$ cat config.mk
export PLATFORM = sky130hd
export DESIGN_NAME = functional_unit_pool_allocator
export DESIGN_NICKNAME = d
export VERILOG_FILES = /design/src/fup_pkg.sv /design/src/fup_ctrl.sv /design/src/fup_datapath.sv /design/src/functional_unit_pool_allocator.sv
export SDC_FILE = /design/constraint.sdc
export NUM_CORES = 1
export LEC_CHECK = 0
export ABC_CLOCK_PERIOD_IN_PS = 5050
export BUFFER_PORTS_ARGS = -buffer_cell sky130_fd_sc_hd__buf_2
export CAP_MARGIN = 10
export CORE_MARGIN = 2
export CORE_UTILIZATION = 40
export CTS_CLUSTER_SIZE = 28
export DETAILED_ROUTE_END_ITERATION = 12
export REMOVE_ABC_BUFFERS = 1
export SLEW_MARGIN = 20
export SYNTH_ARGS = -nofsm -noshare
export SYNTH_HDL_FRONTEND = slang
export SYNTH_SLANG_ARGS = --single-unit
$ cat constraint.sdc
create_clock -name clk_i -period 5.05 [get_ports clk_i]
set_clock_uncertainty 0.1 [all_clocks]
set_input_delay 0.505 -clock clk_i [delete_from_list [all_inputs] [get_ports clk_i]]
set_output_delay 0.505 -clock clk_i [all_outputs]
set_load 0.05 [all_outputs]
$ cat src/fup_pkg.sv
// Shared types, constants and the class-to-unit table of the unit pool allocator.
package fup_pkg;

  localparam int NUM_UNITS = 5;
  localparam int UNIT_W    = $clog2(NUM_UNITS);
  localparam int CLASS_W   = 4;
  localparam int KIND_W    = 2;
  localparam int BUSY_W    = 8;
  localparam int LAT_W     = 4;

  typedef enum logic [KIND_W-1:0] {
    KIND_TICK   = 2'd0,
    KIND_GET    = 2'd1,
    KIND_ALLOC  = 2'd2,
    KIND_OCCUPY = 2'd3
  } fup_kind_e;

  typedef enum logic [CLASS_W-1:0] {
    CLS_ALU    = 4'd0,
    CLS_BRANCH = 4'd1,
    CLS_MULT   = 4'd2,
    CLS_DIV    = 4'd3,
    CLS_RD     = 4'd4,
    CLS_WR     = 4'd5,
    CLS_FPBR   = 4'd6,
    CLS_FADD   = 4'd7,
    CLS_FCMP   = 4'd8,
    CLS_FCVT   = 4'd9,
    CLS_FMUL   = 4'd10,
    CLS_FDIV   = 4'd11,
    CLS_FSQRT  = 4'd12
  } fup_class_e;

  // One row of the class table; second unit used only when two_units is set.
  typedef struct packed {
    logic              valid;
    logic              two_units;
    logic [UNIT_W-1:0] unit0;
    logic [UNIT_W-1:0] unit1;
    logic [LAT_W-1:0]  op_lat;
    logic [LAT_W-1:0]  iss_lat;
  } fup_class_t;

  // Commands from the controller to the datapath.
  typedef struct packed {
    logic capture;
    logic execute;
  } fup_cmd_t;

  function automatic fup_class_t fup_class_lookup(logic [CLASS_W-1:0] cls);
    fup_class_t e;
    e = '0;
    e.valid = 1'b1;
    case (cls)
      CLS_ALU: begin
        e.two_units = 1'b1; e.unit0 = 3'd0; e.unit1 = 3'd1;
        e.op_lat = 4'd1; e.iss_lat = 4'd1;
      end
      CLS_BRANCH: begin
        e.unit0 = 3'd0; e.op_lat = 4'd1; e.iss_lat = 4'd1;
      end
      CLS_MULT: begin
        e.unit0 = 3'd1; e.op_lat = 4'd4; e.iss_lat = 4'd1;
      end
      CLS_DIV: begin
        e.unit0 = 3'd1; e.op_lat = 4'd13; e.iss_lat = 4'd12;
      end
      CLS_RD, CLS_WR: begin
        e.unit0 = 3'd2; e.op_lat = 4'd4; e.iss_lat = 4'd1;
      end
      CLS_FPBR, CLS_FADD, CLS_FCMP, CLS_FCVT: begin
        e.unit0 = 3'd3; e.op_lat = 4'd3; e.iss_lat = 4'd1;
      end
      CLS_FMUL, CLS_FDIV, CLS_FSQRT: begin
        e.unit0 = 3'd4; e.op_lat = 4'd4; e.iss_lat = 4'd1;
      end
      default: begin
        e = '0;
      end
    endcase
    return e;
  endfunction

endpackage

$ cat src/fup_ctrl.sv
// Controller state machine: accepts a request, runs it in the execute state, strobes the result.
module fup_ctrl
  import fup_pkg::*;
(
  input  logic     clk_i,
  input  logic     rst_ni,
  input  logic     start_i,
  output logic     busy_o,
  output logic     done_o,
  output fup_cmd_t cmd_o
);

  typedef enum logic {
    ST_IDLE,
    ST_EXEC
  } state_e;

  state_e state_q, state_d;
  logic   done_q, done_d;

  always_comb begin
    state_d = state_q;
    done_d  = 1'b0;
    case (state_q)
      ST_IDLE: begin
        if (start_i) state_d = ST_EXEC;
      end
      ST_EXEC: begin
        state_d = ST_IDLE;
        done_d  = 1'b1;
      end
      default: begin
        state_d = ST_IDLE;
      end
    endcase
  end

  always_ff @(posedge clk_i or negedge rst_ni) begin
    if (!rst_ni) begin
      state_q <= ST_IDLE;
      done_q  <= 1'b0;
    end else begin
      state_q <= state_d;
      done_q  <= done_d;
    end
  end

  assign busy_o        = (state_q != ST_IDLE);
  assign done_o        = done_q;
  assign cmd_o.capture = start_i && (state_q == ST_IDLE);
  assign cmd_o.execute = (state_q == ST_EXEC);

endmodule

$ cat src/fup_datapath.sv
// Datapath: busy counts, allocation stamps, stamp counter and result registers.
module fup_datapath
  import fup_pkg::*;
#(
  parameter int STAMP_BITS = 32
) (
  input  logic               clk_i,
  input  logic               rst_ni,
  input  fup_cmd_t           cmd_i,
  input  logic [KIND_W-1:0]  kind_i,
  input  logic [CLASS_W-1:0] op_class_i,
  input  logic [UNIT_W-1:0]  unit_select_i,
  input  logic [BUSY_W-1:0]  busy_cycles_i,
  output logic               found_o,
  output logic [UNIT_W-1:0]  unit_index_o,
  output logic [LAT_W-1:0]   op_latency_o,
  output logic [LAT_W-1:0]   issue_latency_o
);

  // captured request
  logic [KIND_W-1:0]  kind_q;
  logic [CLASS_W-1:0] class_q;
  logic [UNIT_W-1:0]  sel_q;
  logic [BUSY_W-1:0]  cycles_q;

  logic [BUSY_W-1:0]     busy_q  [NUM_UNITS];
  logic [BUSY_W-1:0]     busy_d  [NUM_UNITS];
  logic [STAMP_BITS-1:0] stamp_q [NUM_UNITS];
  logic [STAMP_BITS-1:0] stamp_d [NUM_UNITS];
  logic [STAMP_BITS-1:0] counter_q, counter_d;

  logic              found_q, found_d;
  logic [UNIT_W-1:0] unit_q, unit_d;
  logic [LAT_W-1:0]  oplat_q, oplat_d;
  logic [LAT_W-1:0]  isslat_q, isslat_d;

  fup_class_t        entry;
  logic [UNIT_W-1:0] pick_unit;

  assign entry = fup_class_lookup(class_q);

  always_comb begin
    busy_d    = busy_q;
    stamp_d   = stamp_q;
    counter_d = counter_q;
    found_d   = 1'b0;
    unit_d    = '0;
    oplat_d   = '0;
    isslat_d  = '0;
    pick_unit = entry.unit0;
    case (kind_q)
      KIND_TICK: begin
        for (int i = 0; i < NUM_UNITS; i++) begin
          if (busy_q[i] != '0) busy_d[i] = busy_q[i] - BUSY_W'(1);
        end
      end
      KIND_OCCUPY: begin
        if (sel_q < UNIT_W'(NUM_UNITS)) busy_d[sel_q] = cycles_q;
      end
      KIND_GET: begin
        if (entry.valid) begin
          if (busy_q[entry.unit0] == '0) begin
            found_d = 1'b1;
          end else if (entry.two_units && busy_q[entry.unit1] == '0) begin
            found_d   = 1'b1;
            pick_unit = entry.unit1;
          end
        end
      end
      KIND_ALLOC: begin
        if (entry.valid) begin
          found_d = 1'b1;
          // oldest stamp wins, tie to the lower unit
          if (entry.two_units && (stamp_q[entry.unit1] < stamp_q[entry.unit0]))
            pick_unit = entry.unit1;
          stamp_d[pick_unit] = counter_q;
          counter_d          = counter_q + STAMP_BITS'(1);
        end
      end
      default: begin
      end
    endcase
    if (found_d) begin
      unit_d   = pick_unit;
      oplat_d  = entry.op_lat;
      isslat_d = entry.iss_lat;
    end
  end

  always_ff @(posedge clk_i) begin
    if (cmd_i.capture) begin
      kind_q   <= kind_i;
      class_q  <= op_class_i;
      sel_q    <= unit_select_i;
      cycles_q <= busy_cycles_i;
    end
    if (cmd_i.execute) begin
      found_q  <= found_d;
      unit_q   <= unit_d;
      oplat_q  <= oplat_d;
      isslat_q <= isslat_d;
    end
  end

  always_ff @(posedge clk_i or negedge rst_ni) begin
    if (!rst_ni) begin
      for (int i = 0; i < NUM_UNITS; i++) begin
        busy_q[i]  <= '0;
        stamp_q[i] <= '0;
      end
      counter_q <= '0;
    end else if (cmd_i.execute) begin
      busy_q    <= busy_d;
      stamp_q   <= stamp_d;
      counter_q <= counter_d;
    end
  end

  assign found_o         = found_q;
  assign unit_index_o    = unit_q;
  assign op_latency_o    = oplat_q;
  assign issue_latency_o = isslat_q;

endmodule

$ cat src/functional_unit_pool_allocator.sv
// Top level of the functional unit pool allocator: controller plus datapath.
// Result: a request taken on start_i is captured, then run in the execute state; its result
// is registered and strobed on done_o for one cycle; the receiver cannot stall it.
// Requests: each is captured, then run in the execute state that reads and updates the
// busy/stamp registers; start is ignored while busy_o is high and taken while done_o is high.
// Reset: rst_ni asynchronous active low clears busy counts, stamps and stamp counter.
module functional_unit_pool_allocator
  import fup_pkg::*;
#(
  parameter int STAMP_BITS = 32
) (
  input  logic               clk_i,
  input  logic               rst_ni,
  input  logic               start_i,
  output logic               busy_o,
  input  logic [KIND_W-1:0]  kind_i,
  input  logic [CLASS_W-1:0] op_class_i,
  input  logic [UNIT_W-1:0]  unit_select_i,
  input  logic [BUSY_W-1:0]  busy_cycles_i,
  output logic               done_o,
  output logic               found_o,
  output logic [UNIT_W-1:0]  unit_index_o,
  output logic [LAT_W-1:0]   op_latency_o,
  output logic [LAT_W-1:0]   issue_latency_o
);

  fup_cmd_t cmd;

  fup_ctrl u_ctrl (
    .clk_i   (clk_i),
    .rst_ni  (rst_ni),
    .start_i (start_i),
    .busy_o  (busy_o),
    .done_o  (done_o),
    .cmd_o   (cmd)
  );

  fup_datapath #(
    .STAMP_BITS (STAMP_BITS)
  ) u_datapath (
    .clk_i           (clk_i),
    .rst_ni          (rst_ni),
    .cmd_i           (cmd),
    .kind_i          (kind_i),
    .op_class_i      (op_class_i),
    .unit_select_i   (unit_select_i),
    .busy_cycles_i   (busy_cycles_i),
    .found_o         (found_o),
    .unit_index_o    (unit_index_o),
    .op_latency_o    (op_latency_o),
    .issue_latency_o (issue_latency_o)
  );

endmodule
==> results of run 1 <==
## area by class of cell
class                           count  area [um2]
Inverter                           18        67.6
Multi-Input combinational cell    821        6370
Timing Repair Buffer               59         468
Sequential cell                   260        6640
Clock buffer                       42         866
Tap cell                          442         553
Fill cell                        3066       17600
Clock inverter                     14         148
## synthesized netlist by cell type (26+ instances only)
cell type	instances	area, um2
ha_1	41	513
o21ai_0	42	210
a21oi_1	81	405
nand2_1	108	405
mux2i_1	35	350
clkbuf_1	32	120
dfrtp_1	234	5860
edfxtp_1	26	781
nor2_1	58	218
mux2_4	30	450
mux2_2	149	1680
nor3_1	28	140
## path summary, 6_finish.rpt
check,startpoint,to,slack (ns),depth (start not counted)
setup / recovery,u_datapath.class_q[2],u_datapath.stamp_q[123],0.24,14
hold / removal,busy_cycles_i[1],u_datapath.cycles_q[1],0.03,1
setup reg to reg,u_datapath.class_q[2],u_datapath.stamp_q[123],0.24,14
hold reg to reg,u_datapath.stamp_q[42],u_datapath.stamp_q[42],0.40,2
max in group asynchronous,rst_ni,u_datapath.stamp_q[51],3.36,3
min in group asynchronous,rst_ni,u_datapath.busy_q[28],0.40,2
## kinds of logic (layout without fill, tap and decap cells)
group,after synthesis,count (layout),share of synthesized area
flops,260,260,0.497
other cells,1,1,0.000281
simple gates,295,295,0.109
buf+inv,84,133,0.0285
xor+xnor,32,32,0.0210
compound gates,225,225,0.109
mux,227,227,0.197
fa+ha+maj,41,41,0.0384
## per-layer routing
layer | up-vias | wire length, um
met5 | - | 0
met4 | 0 | 651
met3 | 44 | 1170
met2 | 152 | 14100
met1 | 4628 | 15400
li1 | 4302 | -
## power groups by stage
stage               clock network [mW]  logic [mW]  registers [mW]
detailed placement                   0       0.673            2.44
finish                            2.20       0.672            2.41
CTS                               2.26       0.678            2.40
global route                      2.36       0.755            2.43
global placement                     0       0.654            2.44
floorplan                            0       0.445            2.41
## per-stage QoR
step	area [um2]	hold slack, ns
global placement	14100	0.372
floorplan	13000	0.109
global route	15100	0.00677
finish	15100	0.0297
CTS	15100	0.00488
detailed placement	14100	0.388
## repair_timing
action,CTS,global route
setup endpoints to repair,0,0
buffers inserted,0,0
hold buffers,3,0
hold endpoints to repair,79,0
## registers in the layout, summed over array words and instances (netlist names)
register                    flops
u_datapath.stamp_q            160
u_datapath.unit_index_o         3
u_datapath.sel_q                3
u_ctrl.done_o                   1
u_datapath.cycles_q             8
u_datapath.issue_latency_o      2
u_datapath.counter_q           32
u_ctrl.busy_o                   1
u_datapath.busy_q              40
u_datapath.found_o              1
u_datapath.class_q              4
u_datapath.kind_q               2
u_datapath.op_latency_o         3
==> results by group, run 1 <==
Synth
  • Ys flop type: dfrtp_1
  • Register area share after synthesis: 0.497
  • Yosys reg bits: 260
  • Yosys cell types: 68
  • Avg Cell Area, Syn: 11.5 um2
  • Ys Warns: 0
  • EDFF count, synth: 26
  • FFs w/ async S/R, synth: 0.900
  • Synth Cell Area: 0.0133 mm2
  • Cells after Synth: 1165

Pwr
  • Combinational share of power: 0.127
  • Tot Pwr: 5.28 mW
  • Pwr dens: 350 mW/mm2
  • Maximum VDD drop: 0.000277 V
  • Cell Int Power: 3.84 mW
  • Switching share of power: 0.273
  • Reg power frac: 0.455
  • Net Switching: 1.44 mW
  • Clk pwr share: 0.417
  • Lkg Pwr: 6.87 nW

Worst setup path
  • Worst path max stage delay: 0.62 ns
  • CP top delay family: compound AO/OA/AOI/OAI gates
  • Crit path launch type: register
  • Crit path kind: reg -> reg
  • Req. time, crit path: 5.38 ns
  • Crit-path slowest cell: edfxtp_1
  • CP arrival: 5.14 ns
  • CP dominant cell by count: a21oi_1
  • Crit path max fanout: 17
  • Critical path endpoint category: register
  • CP Cell Sequence: nor3b_1, o21ai_1, nand2_1, o22ai_1, a21oi_1, ha_1, a21oi_1, o21ai_0, a221oi_1, nand4_1, o221ai_2, o21ai_4, buf_4, mux2_4
  • Critical path buffers and inverters: 1

Cells and area
  • Most frequent cells in the layout: 234 x dfrtp_1, 149 x mux2_2, 107 x nand2_1
  • Nets@finish: 1251
  • Util after Layout: 0.462
  • Antenna diodes: 0
  • Layout area overhead: 13.2%
  • Layout cell share with drive strength beyond 1: 0.256
  • Commonest non-fill, non-tap cell in the layout: dfrtp_1
  • Fin cells: 1656

Timing
  • Final max-slew violation count: 0
  • TNS Setup: 0 ns
  • Final setup vio count: 0
  • Post-route minimum period: 4.81 ns
  • Worst-Margin Slew: 1.05 ns
  • Max-Slew Margin vs Limit: 0.302
  • FMAX: 0.208 GHz
  • Final Hold Fails: 0
  • RSZ-0062 raised after global routing: no
  • Crit share post-route: 0.952
  • Setup ws final: 0.241 ns

Clock network
  • Clock transition at path regs: 0.06 ns
  • # clock sinks: 260
  • Clock buffer depth: 3
  • Root Buffer: clkbuf_16
  • Clk_lat worst skew: 0.57 ns
  • CTS tree: done
  • Post_cts resized: 0
  • CTS Buf Count: 30
  • H-tree level count: 1

Global routing
  • Met1 usage: 0.263
  • GRT overflow: 0
  • Met3 Use GR: 0.0231
  • Total track usage: 0.180
  • Vias in the first global route: 8932
  • GR peak layer: met2
  • First-pass GRT wire length: 50600 um
  • Met2 Track Usage GR: 0.284
  • Pin count of the biggest net entering global routing: 110
  • Initial antenna violation count: 0

Placed design
  • Placer Congestion: 0.795
  • # port buffers: 32
  • Worst slack at placement: 0.308 ns
  • Placed Cells: 1597
  • Dpl hpwl: 20000 um

Route
  • 1st-iter DRT viols: 570
  • Antenna Violating Nets Remaining: 0
  • Via density per instance: 5.51
  • Routed WL: 31400 um
  • First-pass DRT Iterations: 5
  • Drc violations: 0
  • Routed len/inst: 19.0 um
  • Via Count: 9126

Status
  • Run status: finished clean

Flow run
  • Max-cap viol count: 0

Min path
  • Hold Crit Class: in -> reg

Floorplanning
  • IO Pins: 34
  • Starting density of the core: 0.408
  • Die area: 0.0348 mm2
  • Die Ht: 187 um
  • Die width: 187 um
  • Placement row count: 66
  • Core footprint: 0.0327 mm2
No activity file was read; power rests on OpenSTA's default activity.
==> inputs of run 2 (changes only) <==
--- a/config.mk
+++ b/config.mk
@@ -5,10 +5,10 @@
 export SDC_FILE = /design/constraint.sdc
 export NUM_CORES = 1
 export LEC_CHECK = 0
-export ABC_CLOCK_PERIOD_IN_PS = 5050
+export ABC_CLOCK_PERIOD_IN_PS = 4300
 export BUFFER_PORTS_ARGS = -buffer_cell sky130_fd_sc_hd__buf_2
-export CAP_MARGIN = 10
-export CORE_MARGIN = 2
+export CAP_MARGIN = 20
+export CORE_MARGIN = 3
 export CORE_UTILIZATION = 40
 export CTS_CLUSTER_SIZE = 28
 export DETAILED_ROUTE_END_ITERATION = 12
==> constraint.sdc (replaced) <==
create_clock -name clk_i -period 4.3 [get_ports clk_i]
set_clock_uncertainty 0.1 [all_clocks]
set_input_delay 0.43 -clock clk_i [delete_from_list [all_inputs] [get_ports clk_i]]
set_output_delay 0.43 -clock clk_i [all_outputs]
set_load 0.05 [all_outputs]
==> run 2 against run 1 <==
Against the previous run:
- routed wire length up 1.6%
- final area up 1.1%
- core utilization up 0.51 points
- global-route usage down 0.069 points
- via count up 0.78%
- sequential share of layout area down 0.47 points
- largest cell class unchanged
- worst hold slack better by 0.25 ns
- register-to-register slack about the same
- sequential power up 17%
==> results by group, run 2 (synthesis gave the netlist of run 1 again) <==
Status
  • Run status: finished clean

Worst setup path
  • CP dominant cell by count: buf_4
  • Critical path buffers and inverters: 4 (+3)
  • CP Cell Sequence: buf_4, a21oi_4, buf_12, nand2_1, and3_1, a311oi_1, a21oi_1, ha_1, a21o_1, a21o_1, a211oi_1, nand4_1, o221ai_2, buf_4, nor4_4, buf_4, mux2_1
  • Req. time, crit path: 4.64 ns (-0.74 ns)
  • Crit path max fanout: 24 (+7)
  • Crit-path slowest cell: edfxtp_1
  • Critical path endpoint category: register
  • Crit path kind: reg -> reg
  • Crit path launch type: register
  • CP top delay family: compound AO/OA/AOI/OAI gates
  • Worst path max stage delay: 0.43 ns (-0.19 ns)
  • CP arrival: 4.41 ns (-0.73 ns)

Placed design
  • Post-Place Cell Area: 0.0142 mm2 (+0.98%)
  • # port buffers: 32 (unchanged)
  • Placed Cells: 1607 (+0.63%)
  • Worst slack at placement: 0.0591 ns (-0.248 ns)
  • Placer Congestion: 0.825 (+3.9%)
  • Dpl hpwl: 20500 um (+2.4%)

Global routing
  • Vias in the first global route: 9317 (+4.3%)
  • Total track usage: 0.179 (-0.000685)
  • Pin count of the biggest net entering global routing: 94 (-15%)
  • GRT overflow: 0 (unchanged)
  • Initial antenna violation count: 0 (unchanged)
  • First-pass GRT wire length: 51900 um (+2.4%)

Floorplanning
  • Die width: 189 um (+1.1%)
  • Die Ht: 189 um (+1.1%)
  • Placement row count: 66 (unchanged)
  • Core footprint: 0.0327 mm2 (unchanged)
  • IO Pins: 34 (unchanged)
  • Die area: 0.0356 mm2 (+2.2%)
  • Starting density of the core: 0.408 (unchanged)

Cells and area
  • Nets@finish: 1275 (+1.9%)
  • Max reg flops: 160 (unchanged)
  • Biggest register: u_datapath.stamp_q
  • Fin cells: 1673 (+1.0%)
  • Most frequent cells in the layout: 234 x dfrtp_1, 149 x mux2_2, 107 x nand2_1
  • Biggest regs: u_datapath.stamp_q (160), u_datapath.busy_q (40), u_datapath.counter_q (32)
  • Final Cell Area: 0.0153 mm2 (+1.1%)
  • Commonest non-fill, non-tap cell in the layout: dfrtp_1
  • Antenna diodes: 0 (unchanged)
  • Layout area overhead: 14.5%
  • Layout cell share with drive strength beyond 1: 0.255 (-0.00110)
  • Util after Layout: 0.467 (+0.00505)

Route
  • 1st-iter DRT viols: 597 (+4.7%)
  • Antenna Violating Nets Remaining: 0 (unchanged)
  • Routed len/inst: 19.1 um (+0.55%)
  • Via Count: 9197 (+0.78%)
  • Via density per instance: 5.50 (-0.25%)
  • Routed WL: 31900 um (+1.6%)
  • First-pass DRT Iterations: 7 (+2)
  • Drc violations: 0 (unchanged)

Clock network
  • Clk_lat worst skew: 0.56 ns (about the same)
  • CTS Buf Count: 28 (-6.7%)
  • Clock transition at path regs: 0.07 ns (about the same)
  • H-tree level count: 1 (unchanged)
  • Clock buffer depth: 3 (unchanged)
  • Root Buffer: clkbuf_16
  • # clock sinks: 260 (unchanged)
  • CTS tree: done

Flow run
  • Max-cap viol count: 0 (unchanged)

Pwr
  • Lkg Pwr: 6.94 nW (+1.0%)
  • Maximum VDD drop: 0.000297 V (+7.0%)
  • Pwr dens: 386 mW/mm2 (+10%)
  • Tot Pwr: 5.90 mW (+12%)

Timing
  • Setup ws final: 0.228 ns (-0.0121 ns)
  • Crit share post-route: 0.947 (-0.00550)
  • FMAX: 0.246 GHz (+18%)
  • Final setup vio count: 0 (unchanged)
  • Final Hold Fails: 0 (unchanged)
  • TNS Setup: 0 ns (unchanged)
  • Worst-Margin Slew: 1.02 ns (-0.0325 ns)
  • Hold slack: 0.279 ns (+0.249 ns)
  • Post-route minimum period: 4.07 ns (-0.738 ns)
  • Final max-slew violation count: 0 (unchanged)
  • Max-Slew Margin vs Limit: 0.321 (+0.0192)
  • RSZ-0062 raised after global routing: yes

Min path
  • Hold Crit Class: in -> reg
-- run 2: cell count changes in the layout (fill, tap and decap cells not counted), sizes merged --
cell / previous run / this run
dlygate4sd3: 3 / 18
inv: 19 / 17
clkinv: 8 / 4
buf: 56 / 67
bufinv: 2 / 0
clkbuf: 42 / 44
clkinvlp: 3 / 0
-- run 2: metal layers --
| metal | wire, um | share of wire | track usage | vias to the layer above |
|---|---|---|---|---|
| met5 | 0 | 0 | 0 | - |
| met4 | 814 | 0.026 | 0.0504 | 0 |
| met3 | 1140 | 0.036 | 0.0231 | 56 |
| met2 | 14600 | 0.46 | 0.288 | 174 |
| met1 | 15300 | 0.48 | 0.256 | 4600 |
| li1 | - | - | - | 4367 |
-- run 2: worst reg2reg max path: cells and delay by family (launching register included) --
kind                       cells  cell delay [ns]
buffers and inverters          4             0.85
adders and majority gates      1             0.30
muxes                          1             0.33
and+or+nand+nor                4             0.43
DFF                            1             0.43
AOI/OAI and AO/OA              7             1.54
-- run 2: cell type report --
type | instances | area, um2
fillers | 3039 | 17400
flip-flops and latches | 260 | 6640
multi-input cells | 821 | 6390
clock buffers | 44 | 821
repair buffers | 85 | 767
well taps | 442 | 553
inverters | 18 | 67.6
clock inverters | 3 | 40.0
-- run 2: what timing repair did --
item / in CTS / in global routing
endpoints found under the setup margin: 0 / 55
resized for setup: 0 / 6
setup buffers: 0 / 1
hold buffers: 18 / 0
endpoints found under the hold margin: 108 / 0
-- run 2: where the power goes --
part | leakage (nW) | internal (mW) | switching, mW | total, mW
combinational | 3.16 | 0.355 | 0.455 | 0.809
clock | 0.419 | 1.30 | 0.975 | 2.28
sequential | 3.36 | 2.65 | 0.167 | 2.82
total | 6.94 | 4.30 | 1.60 | 5.90
-- run 2: final timing paths --
| kind | from | to | slack (ns) | cells after the start |
|---|---|---|---|---|
| worst max register to register | u_datapath.class_q[3] | u_datapath.stamp_q[144] | 0.23 | 17 |
| worst max-delay path | u_datapath.class_q[3] | u_datapath.stamp_q[144] | 0.23 | 17 |
| worst min-delay path | start_i | u_ctrl.busy_o | 0.28 | 2 |
| worst min register to register | u_datapath.stamp_q[45] | u_datapath.stamp_q[45] | 0.40 | 1 |
| min in group asynchronous | rst_ni | u_datapath.busy_q[18] | 0.36 | 2 |
| max in group asynchronous | rst_ni | u_datapath.stamp_q[156] | 2.79 | 3 |
==> inputs of run 3 (changes only) <==
--- a/config.mk
+++ b/config.mk
@@ -8,6 +8,7 @@
 export ABC_CLOCK_PERIOD_IN_PS = 4300
 export BUFFER_PORTS_ARGS = -buffer_cell sky130_fd_sc_hd__buf_2
 export CAP_MARGIN = 20
+export CORE_ASPECT_RATIO = 2
 export CORE_MARGIN = 3
 export CORE_UTILIZATION = 40
 export CTS_CLUSTER_SIZE = 28
==> run 3 against run 2 <==
Against the previous run:
- power fell by 0.25%
- flip-flop and latch count did not move
- sequential power barely moved
- count of clock-buffer cells in the layout fell by 5
- highest routed layer unchanged
- core utilization rose by 0.37 points
- global-route usage rose by 1.4 points
- combinational power rose by 8.8%
- fmax fell by 2.8%
- die area rose by 0.37%
- critical path depth rose by 1
- worst hold slack improved by 0.032 ns
- clock power fell by 4%
==> results by group, run 3 (synthesis gave the netlist of run 1 again) <==
Worst setup path
  • Crit path launch type: register
  • Critical path endpoint category: register
  • RR Endpoint: u_datapath.stamp_q[129]
  • CP Capture Point: u_datapath.stamp_q[129]
  • Worst setup path start: u_datapath.class_q[3]
  • Crit path max fanout: 12 (-50%)
  • Crit path kind: reg -> reg
  • Req. time, crit path: 4.62 ns (-0.02 ns)
  • CP arrival: 4.51 ns (+0.10 ns)
  • R2R Setup Slk: 0.11 ns (-0.12 ns)
  • FF-to-FF path depth: 18 (+1)
  • Reg-to-Reg Start: u_datapath.class_q[3]

Floorplanning
  • Die area: 0.0357 mm2 (+0.37%)
  • Placement row count: 94 (+42%)
  • Starting density of the core: 0.405 (-0.00285)
  • Core footprint: 0.0329 mm2 (+0.70%)
  • Die Ht: 264 um (+40%)
  • IO Pins: 34 (unchanged)
  • Die width: 135 um (-28%)

Status
  • Run status: finished clean

Global routing
  • Pin count of the biggest net entering global routing: 103 (+9.6%)
  • Initial antenna violation count: 0 (unchanged)
  • GRT overflow: 0 (unchanged)
  • First-pass GRT wire length: 54900 um (+5.9%)
  • Total track usage: 0.193 (+0.0140)
  • Vias in the first global route: 9757 (+4.7%)

Flow run
  • Max-cap viol count: 0 (unchanged)

Route
  • Routed len/inst: 20.9 um (+9.8%)
  • Via Count: 9501 (+3.3%)
  • Via density per instance: 5.63 (+2.4%)
  • Routed WL: 35300 um (+11%)
  • First-pass DRT Iterations: 4 (-3)
  • Drc violations: 0 (unchanged)
  • Antenna Violating Nets Remaining: 0 (unchanged)
  • 1st-iter DRT viols: 575 (-3.7%)

Placed design
  • # port buffers: 32 (unchanged)
  • Placer Congestion: 0.850 (+3.0%)
  • Dpl hpwl: 23500 um (+14%)
  • Worst slack at placement: -0.0340 ns (-0.0931 ns)

Cells and area
  • Max reg flops: 160 (unchanged)
  • Layout area overhead: 16.2%
  • Biggest register: u_datapath.stamp_q
  • Layout cell share with drive strength beyond 1: 0.279 (+0.0238)
  • Nets@finish: 1300 (+2.0%)
  • Antenna diodes: 0 (unchanged)
  • Commonest non-fill, non-tap cell in the layout: dfrtp_1
  • Biggest regs: u_datapath.stamp_q (160), u_datapath.busy_q (40), u_datapath.counter_q (32)
  • Most frequent cells in the layout: 234 x dfrtp_1, 149 x mux2_2, 107 x nand2_1

Min path
  • Hold Crit Class: in -> reg

Clock network
  • H-tree level count: 1 (unchanged)
  • # clock sinks: 260 (unchanged)
  • CTS Buf Count: 24 (-14%)
  • Root Buffer: clkbuf_16
  • Clk_lat worst skew: 0.54 ns (-0.02 ns)
  • Clock buffer depth: 3 (unchanged)
  • Clock transition at path regs: 0.06 ns (about the same)
  • CTS tree: done

Timing
  • FMAX: 0.239 GHz (-2.8%)
  • Setup ws final: 0.113 ns (-0.115 ns)
  • Max-Slew Margin vs Limit: 0.242 (-0.0789)
  • Crit share post-route: 0.974 (+0.0268)
  • Hold slack: 0.311 ns (+0.0322 ns)
  • Final setup vio count: 0 (unchanged)
  • Final Hold Fails: 0 (unchanged)
  • Final max-slew violation count: 0 (unchanged)
  • Post-route minimum period: 4.19 ns (+0.115 ns)
  • Worst-Margin Slew: 1.13 ns (+0.118 ns)

Pwr
  • Maximum VDD drop: 0.000359 V (+21%)
  • Lkg Pwr: 7.08 nW (+2.1%)
  • Pwr dens: 380 mW/mm2 (-1.7%)
## run 3: routing by layer
metal,global-route usage,routed length [um]
met1,0.214,13300
met4,0.0924,1940
met2,0.365,19300
met5,0,0
met3,0.0165,820
## run 3: how the worst min path moves through the flow
stage                              to  slack, ns                    from  cells past startpoint
6_report                u_ctrl.busy_o       0.31                 start_i                      2
5_1_grt                 u_ctrl.busy_o       0.32                 start_i                      2
4_1_cts                 u_ctrl.busy_o       0.30                 start_i                      2
3_5_place_dp   u_datapath.stamp_q[42]       0.37  u_datapath.stamp_q[42]                      2
3_3_place_gp   u_datapath.stamp_q[42]       0.36  u_datapath.stamp_q[42]                      2
2_1_floorplan           u_ctrl.busy_o       0.03                  rst_ni                      0
## run 3: critical path, cell delays in order (launching register included)
cell and delay, ns:
edfxtp_1 0.42, buf_4 0.18, nor2b_2 0.12, buf_4 0.13, a21oi_4 0.06, clkbuf_16 0.20, buf_4 0.16, and3_1 0.14
a311oi_1 0.27, a21oi_1 0.08, ha_1 0.32, nand4_1 0.19, nor4_2 0.44, o221ai_2 0.13, buf_4 0.17, nor4_4 0.21
buf_4 0.22, buf_12 0.16, mux2_2 0.34
## run 3: where the power goes
group	internal [mW]	leakage [nW]	total, mW	switching [mW]
Combinational	0.383	3.33	0.880	0.496
Sequential	2.65	3.36	2.82	0.174
Clock	1.24	0.396	2.19	0.952
Total	4.26	7.08	5.89	1.62
## run 3: cell type report
type                            count  area, um2
Tap cell                          432        541
Inverter                           18       67.6
Clock buffer                       39        779
Clock inverter                      3       15.0
Multi-Input combinational cell    821       6430
Fill cell                        2990      17400
Sequential cell                   260       6640
Timing Repair Buffer              114       1030
## run 3: through the flow
| stage | std cells | instance area, um2 | power, mW | util | setup TNS (ns) |
|---|---|---|---|---|---|
| 2_1_floorplan | 1099 | 13000 | 3.35 | - | -170.18 |
| 3_3_place_gp | 1616 | 14300 | 3.67 | 0.435 | 0 |
| 3_5_place_dp | 1616 | 14300 | 3.71 | 0.435 | -0.208 |
| 4_1_cts | 1678 | 15300 | 5.92 | 0.466 | 0 |
| 5_1_grt | 1687 | 15500 | 6.13 | 0.471 | -2.27 |
| 6_report | 1687 | 15500 | 5.89 | 0.471 | 0 |
## run 3: what timing repair did
item,4_1_cts,5_1_grt
pin swaps,1,13
setup buffers,2,6
gates resized for setup,1,13
gates cloned,0,3
setup endpoints to repair,30,65
hold endpoints to repair,117,0
hold buffers,18,0
